===== src/rtl/kfr_pkg.sv =====
// kfr_pkg: byte codes of the KISS framing used by the frame receiver.
// No dependencies; imported by kiss_frame_receiver_core.
package kfr_pkg;

	localparam logic [7:0] KISS_FEND  = 8'hC0;
	localparam logic [7:0] KISS_FESC  = 8'hDB;
	localparam logic [7:0] KISS_TFEND = 8'hDC;
	localparam logic [7:0] KISS_TFESC = 8'hDD;
	localparam logic [7:0] CMD_RESET  = 8'h86;

	localparam int unsigned LEN_W = 10;

	typedef logic [7:0] byte_t;
	typedef logic [LEN_W-1:0] len_t;

endpackage


===== src/rtl/kiss_frame_receiver_core.sv =====
// kiss_frame_receiver_core: KISS deframer, one received byte per word in,
// unescaped payload words and end-of-frame words out. Depends on kfr_pkg.
//
// Channel   Dir  Words                        Accepted when
// s_axis    in   rx_byte                      s_axis_tvalid & s_axis_tready
// m_axis    out  payload byte or frame end    m_axis_tvalid & m_axis_tready
// cfg       in   accept_command               cfg_we
//
// One byte a cycle sustained while m_axis is not stalled; from input to
// result a byte passes the input register, the decode and the result register.
// Bytes that make no result (FEND outside a frame, command, FESC, overflow)
// still pass through the decode stage.
// Reset: idle, awaiting FEND, accept_command = 0x86, nothing in flight.
// A stalled result holds the decode stage; the input stalls while the decode stage holds a word.
module kiss_frame_receiver_core
	import kfr_pkg::*;
#(
	parameter int unsigned MAX_FRAME = 512
) (
	input  logic        clk,
	input  logic        arst_n,
	input  logic        s_axis_tvalid,
	output logic        s_axis_tready,
	input  logic [7:0]  s_axis_tdata,   // [7:0] rx_byte
	output logic        m_axis_tvalid,
	input  logic        m_axis_tready,
	output logic [23:0] m_axis_tdata,   // [7:0] payload_byte, [17:8] frame_length,
	                                    // [18] frame_good, [23:19] zero
	output logic        m_axis_tlast,   // is_frame_end
	input  logic        cfg_we,
	input  logic [7:0]  cfg_wdata       // accept_command
);

	localparam int unsigned CNT_W = $clog2(MAX_FRAME + 1);

	localparam logic [1:0] PH_IDLE  = 2'd0;
	localparam logic [1:0] PH_CMD   = 2'd1;
	localparam logic [1:0] PH_FRAME = 2'd2;

	logic [1:0]       phase_q, phase_d;
	logic             esc_q, esc_d;
	logic             ovf_q, ovf_d;
	logic [CNT_W-1:0] cnt_q, cnt_d;
	byte_t            cmd_q;

	logic  v_s1;
	byte_t rx_s1;

	logic  out_free, fire;
	logic  res_v, res_end, res_good;
	byte_t res_byte, ub;
	len_t  res_len;
	logic  [CNT_W+LEN_W-1:0] cnt_ext;

	logic  m_valid_q, m_last_q, m_good_q;
	byte_t m_byte_q;
	len_t  m_len_q;

	assign out_free      = !m_valid_q || m_axis_tready;
	assign fire          = v_s1 && out_free;
	assign s_axis_tready = !v_s1 || out_free;
	assign cnt_ext       = {{LEN_W{1'b0}}, cnt_q};

	always_comb begin
		phase_d  = phase_q;
		esc_d    = esc_q;
		ovf_d    = ovf_q;
		cnt_d    = cnt_q;
		res_v    = 1'b0;
		res_end  = 1'b0;
		res_good = 1'b0;
		res_byte = '0;
		res_len  = '0;
		ub       = rx_s1;
		priority if (rx_s1 == KISS_FEND) begin
			if (phase_q == PH_FRAME) begin
				res_v    = 1'b1;
				res_end  = 1'b1;
				res_len  = cnt_ext[LEN_W-1:0];
				res_good = (cnt_q != '0) && !ovf_q;
			end
			phase_d = PH_CMD;
			esc_d   = 1'b0;
			ovf_d   = 1'b0;
			cnt_d   = '0;
		end else if (phase_q == PH_CMD) begin
			phase_d = (rx_s1 == cmd_q) ? PH_FRAME : PH_IDLE;
		end else if (phase_q == PH_FRAME) begin
			if (esc_q || rx_s1 != KISS_FESC) begin
				if (esc_q) begin
					priority if (rx_s1 == KISS_TFEND) begin
						ub = KISS_FEND;
					end else if (rx_s1 == KISS_TFESC) begin
						ub = KISS_FESC;
					end else begin
						ub = rx_s1;
					end
				end
				esc_d = 1'b0;
				if (cnt_q < CNT_W'(MAX_FRAME)) begin
					cnt_d    = cnt_q + CNT_W'(1);
					res_v    = 1'b1;
					res_byte = ub;
				end else begin
					ovf_d = 1'b1;
				end
			end else begin
				esc_d = 1'b1;
			end
		end else begin
			phase_d = phase_q;
		end
	end

	always_ff @(posedge clk or negedge arst_n) begin
		if (!arst_n) begin
			phase_q   <= PH_IDLE;
			esc_q     <= 1'b0;
			ovf_q     <= 1'b0;
			cnt_q     <= '0;
			cmd_q     <= CMD_RESET;
			v_s1      <= 1'b0;
			m_valid_q <= 1'b0;
		end else begin
			if (cfg_we) begin
				cmd_q <= cfg_wdata;
			end
			if (s_axis_tready) begin
				v_s1 <= s_axis_tvalid;
			end
			if (fire) begin
				phase_q <= phase_d;
				esc_q   <= esc_d;
				ovf_q   <= ovf_d;
				cnt_q   <= cnt_d;
			end
			if (fire && res_v) begin
				m_valid_q <= 1'b1;
			end else if (m_axis_tready) begin
				m_valid_q <= 1'b0;
			end
		end
	end

	always_ff @(posedge clk) begin
		if (s_axis_tready && s_axis_tvalid) begin
			rx_s1 <= s_axis_tdata;
		end
		if (fire && res_v) begin
			m_last_q <= res_end;
			m_byte_q <= res_byte;
			m_len_q  <= res_len;
			m_good_q <= res_good;
		end
	end

	assign m_axis_tvalid = m_valid_q;
	assign m_axis_tlast  = m_last_q;
	assign m_axis_tdata  = {5'b0, m_good_q, m_len_q, m_byte_q};

	a_cnt_bound: assert property (@(posedge clk) disable iff (!arst_n)
		cnt_q <= CNT_W'(MAX_FRAME))
		else $error("byte count above frame limit");

	a_esc_in_frame: assert property (@(posedge clk) disable iff (!arst_n)
		esc_q |-> phase_q == PH_FRAME)
		else $error("escape pending outside a frame");

	a_end_word: assert property (@(posedge clk) disable iff (!arst_n)
		m_valid_q && m_last_q |-> m_byte_q == '0)
		else $error("end word carries a payload byte");

	a_byte_word: assert property (@(posedge clk) disable iff (!arst_n)
		m_valid_q && !m_last_q |-> m_len_q == '0 && !m_good_q)
		else $error("payload word carries frame status");

	a_fend_resets: assert property (@(posedge clk) disable iff (!arst_n)
		fire && rx_s1 == KISS_FEND |=> phase_q == PH_CMD && cnt_q == '0 && !ovf_q)
		else $error("FEND did not restart framing");

endmodule

===== config.mk =====
export PLATFORM = sky130hd
export DESIGN_NAME = kiss_frame_receiver_core
export DESIGN_NICKNAME = d
export VERILOG_FILES = /design/src/rtl/kfr_pkg.sv /design/src/rtl/kiss_frame_receiver_core.sv
export SDC_FILE = /design/constraint.sdc
export NUM_CORES = 1
export LEC_CHECK = 0
export ABC_CLOCK_PERIOD_IN_PS = 3000
export BUFFER_PORTS_ARGS = -buffer_cell sky130_fd_sc_hd__buf_2
export CAP_MARGIN = 20
export CORE_MARGIN = 8
export CORE_UTILIZATION = 54
export DETAILED_ROUTE_END_ITERATION = 10
export PLACE_DENSITY = 0.8
export SETUP_SLACK_MARGIN = 0.1
export SKIP_CTS_REPAIR_TIMING = 1
export SYNTH_ARGS = -nofsm -noshare
export SYNTH_HDL_FRONTEND = slang
export SYNTH_SLANG_ARGS = --single-unit

===== constraint.sdc =====
create_clock -name clk -period 3 [get_ports clk]
set_input_delay 0.3 -clock clk [delete_from_list [all_inputs] [get_ports clk]]
set_output_delay 0.3 -clock clk [all_outputs]
set_load 0.01 [all_outputs]

==> summary.md <==
| Metric | Value |
|---|---|
| Post-route setup TNS | `0 ns` |
| RSZ-0062 raised after global routing | `no` |
| Clock Skew | `0.00532 ns` |
| H-tree level count | `2` |
| Switching Share | `21.9%` |
| Layout Nets | `258` |
| Routed len/inst | `15.4 um` |
| Power Density | `462 mW/mm^2` |
| Drt total wl | `4.42 mm` |
| Yosys warnings | `0` |
| F_max | `0.453 GHz` |
| Clk network pwr share | `31.4%` |
| Yosys reg bits | `52` |
| P&R area growth vs syn | `13.3%` |
| Largest net degree at the start of global routing | `25` |
| Starting Density | `56.4%` |
| Logic gate share of total power | `6.1%` |
| CTS tree | `yes` |
| CP required | `2.99 ns` |
| Top-area cell type share of the netlist area | `34.3%` |
| Fin crit share | `73.6%` |
| Max cap viols | `0` |
| Number of synthesized flops with an enable pin | `28` |
| Die height | `83.4 um` |
| Crit path DAT | `2.20 ns` |
| Gr usage total | `13.1%` |
| Crit path launch type | `register` |
| Std-Cell Rows | `24` |
| Area of the core | `0.00435 mm^2` |
| Internal | `1.00 mW` |
| FF+latch area | `0.00145 mm^2` |
| I/O Buffers | `42` |
| Hold_ws | `-0.0300 ns` |
| # clock sinks | `52` |
| LEAKAGE | `1.06 nW` |
| Placer congestion estimate | `0.836` |
| Multi-input gate area | `937 um^2` |
| Synth cell types | `44` |
| Vias per cell | `5.40` |
| First-pass GRT wire length | `7.60 mm` |
| Peak supply drop | `0.378 mV` |
| CP Class | `register to register` |
| Cell area after layout | `0.00278 mm^2` |
| Antenna cells | `0` |
| Yosys top cell by area | `edfxtp_1` |
| GRT overflow | `0` |
| Synth Instances | `191` |
| Status | `finished, violations left` |
| Via count | `1554` |
| Worst-path maximum fanout | `20` |
| Max Slew Vio Count | `0` |
| Setup Viol. Count Final | `0` |
| Ranking of synthesized cells by area | `edfxtp_1, dfrtp_1, mux2_2, nor4_1, dfstp_2` |
| # IOs | `48` |
| Clock latency on the worst-skew pair | `0.30 ns` |
| Final Hold Viols | `21` |
| CTS root buf | `clkbuf_8` |
| Min Tclk post-route | `2.21 ns` |
| Min-Delay Path Class | `primary input to asynchronous set/reset pin` |
| Sequential share of power | `62.5%` |
| DP Area | `0.00269 mm^2` |
| DPL Wire Length | `3.34 mm` |
| Initial antenna violation count | `0` |
| Slew HR | `50.1%` |
| Post-Syn Area per Cell | `12.9 um^2` |
| CTS max path bufs | `2` |
| NetSw | `0.282 mW` |
| Failing checks | `hold timing` |
| Initial DRC Count | `209` |
| Final core occ | `63.9%` |
| Clock transition at path regs | `0.09 ns` |
| Remaining antenna violation count | `0` |
| Most frequent cells after synthesis | `edfxtp_1, dfrtp_1, nand2_1` |
| Seq/Total Area, Yosys | `58.9%` |
| Fillers | `355` |
| Number of global-route vias before repair | `1585` |
| CTS buffer count | `5` |
| Async SR Flop Fraction | `46.2%` |
| 1st-pass router iterations | `4` |
| Die ar. | `0.00696 mm^2` |
| Slew @ Worst Pin | `0.747 ns` |
| Synthesized area | `0.00245 mm^2` |
| Drt drc | `0` |
| Synth Flop Type | `edfxtp_1` |
| Endpoint type of the worst setup path | `register` |
| Count leader, synth | `edfxtp_1` |
| Die extent in x | `83.4 um` |
| Fraction of layout cells with a size suffix above 1 | `33.1%` |
## through the flow
stage / setup slack (ns) / hold WS, ns / total power [mW] / instances
after CTS: 0.789 / -0.0137 / 1.30 / 288
after global placement: 0.934 / 0.313 / 0.893 / 280
after floorplan: 0.358 / 0.00441 / 0.866 / 195
final: 0.792 / -0.0300 / 1.28 / 288
after global routing: 0.602 / 0.000575 / 1.34 / 288
after detailed placement: 0.813 / 0.319 / 0.897 / 280
## state kept, by name, summed over array words and instances (netlist names), 2 cells and up
signal	flops
m_byte_q	8
rx_s1	8
cnt_q	10
m_len_q	10
cmd_q	8
phase_q	2
## worst max-delay path: stages (launching register included)
cell and delay [ns]:
edfxtp_1 0.49, nor4_4 0.38, nand2_1 0.20, a211oi_1 0.38, nor2b_1 0.18, buf_4 0.27
## power groups by stage
stage / Combinational, mW / Clock, mW / Sequential, mW
6_report: 0.0783 / 0.404 / 0.802
5_1_grt: 0.0878 / 0.446 / 0.807
4_1_cts: 0.0793 / 0.418 / 0.802
3_5_place_dp: 0.0790 / 0 / 0.818
3_3_place_gp: 0.0767 / 0 / 0.816
2_1_floorplan: 0.0568 / 0 / 0.810
## cell type report
| class | count | share of cell area (%) |
|---|---|---|
| Sequential cell | 52 | 52.0 |
| Multi-Input combinational cell | 128 | 33.7 |
| Timing Repair Buffer | 44 | 8.10 |
| Clock buffer | 7 | 3.10 |
| Tap cell | 52 | 2.34 |
| Inverter | 4 | 0.540 |
| Clock inverter | 1 | 0.270 |
## final timing paths
kind                                     from                  endpoint  slack [ns]  cells after the start
max in group asynchronous              arst_n      cmd_q[7]$_DFFE_PN1P_        2.65                      1
setup reg to reg           rx_s1[1]$_DFFE_PP_  m_len_q[2]$_SDFFCE_PN0P_        0.79                      5
min in group clk              s_axis_tdata[0]        rx_s1[0]$_DFFE_PP_        0.17                      1
setup / recovery           rx_s1[1]$_DFFE_PP_  m_len_q[2]$_SDFFCE_PN0P_        0.79                      5
hold reg to reg             ovf_q$_DFFE_PN0P_         ovf_q$_DFFE_PN0P_        0.50                      1
hold / removal                         arst_n      cnt_q[2]$_DFFE_PN0P_       -0.03                      1
## per-layer routing
| metal | routed length (um) | global-route usage [%] | up-vias |
|---|---|---|---|
| met5 | 0 | 0 | - |
| li1 | - | - | 781 |
| met4 | 32 | 4.71 | 0 |
| met2 | 1960 | 18.2 | 51 |
| met1 | 2100 | 17.9 | 720 |
| met3 | 331 | 4.98 | 2 |
## cell families after synthesis
logic type               share of synthesized area, %
AND/OR/NAND/NOR                                  22.1
flip-flops                                       58.9
multiplexers                                     6.98
buffers and inverters                            3.57
AO/OA/AOI/OAI                                    4.43
XOR/XNOR                                         2.85
adder cells (fa/ha/maj)                          1.02
other                                           0.153
## cells in the final DEF (no fill, tap or decap), types with 3 or more instances in the layout
master     n
and2_1     6
and2_2     9
buf_2     42
clkbuf_8   6
conb_1     5
dfrtp_1   21
dfstp_2    3
edfxtp_1  28
inv_1      4
mux2_2     9
mux2i_1    7
nand2_1   15
nand2b_1   9
nand3b_1   3
nand4_1    7
nor3_1     3
nor4_1    13
o21a_1     4
xnor2_1    7
(Power assumes the default switching activity.)
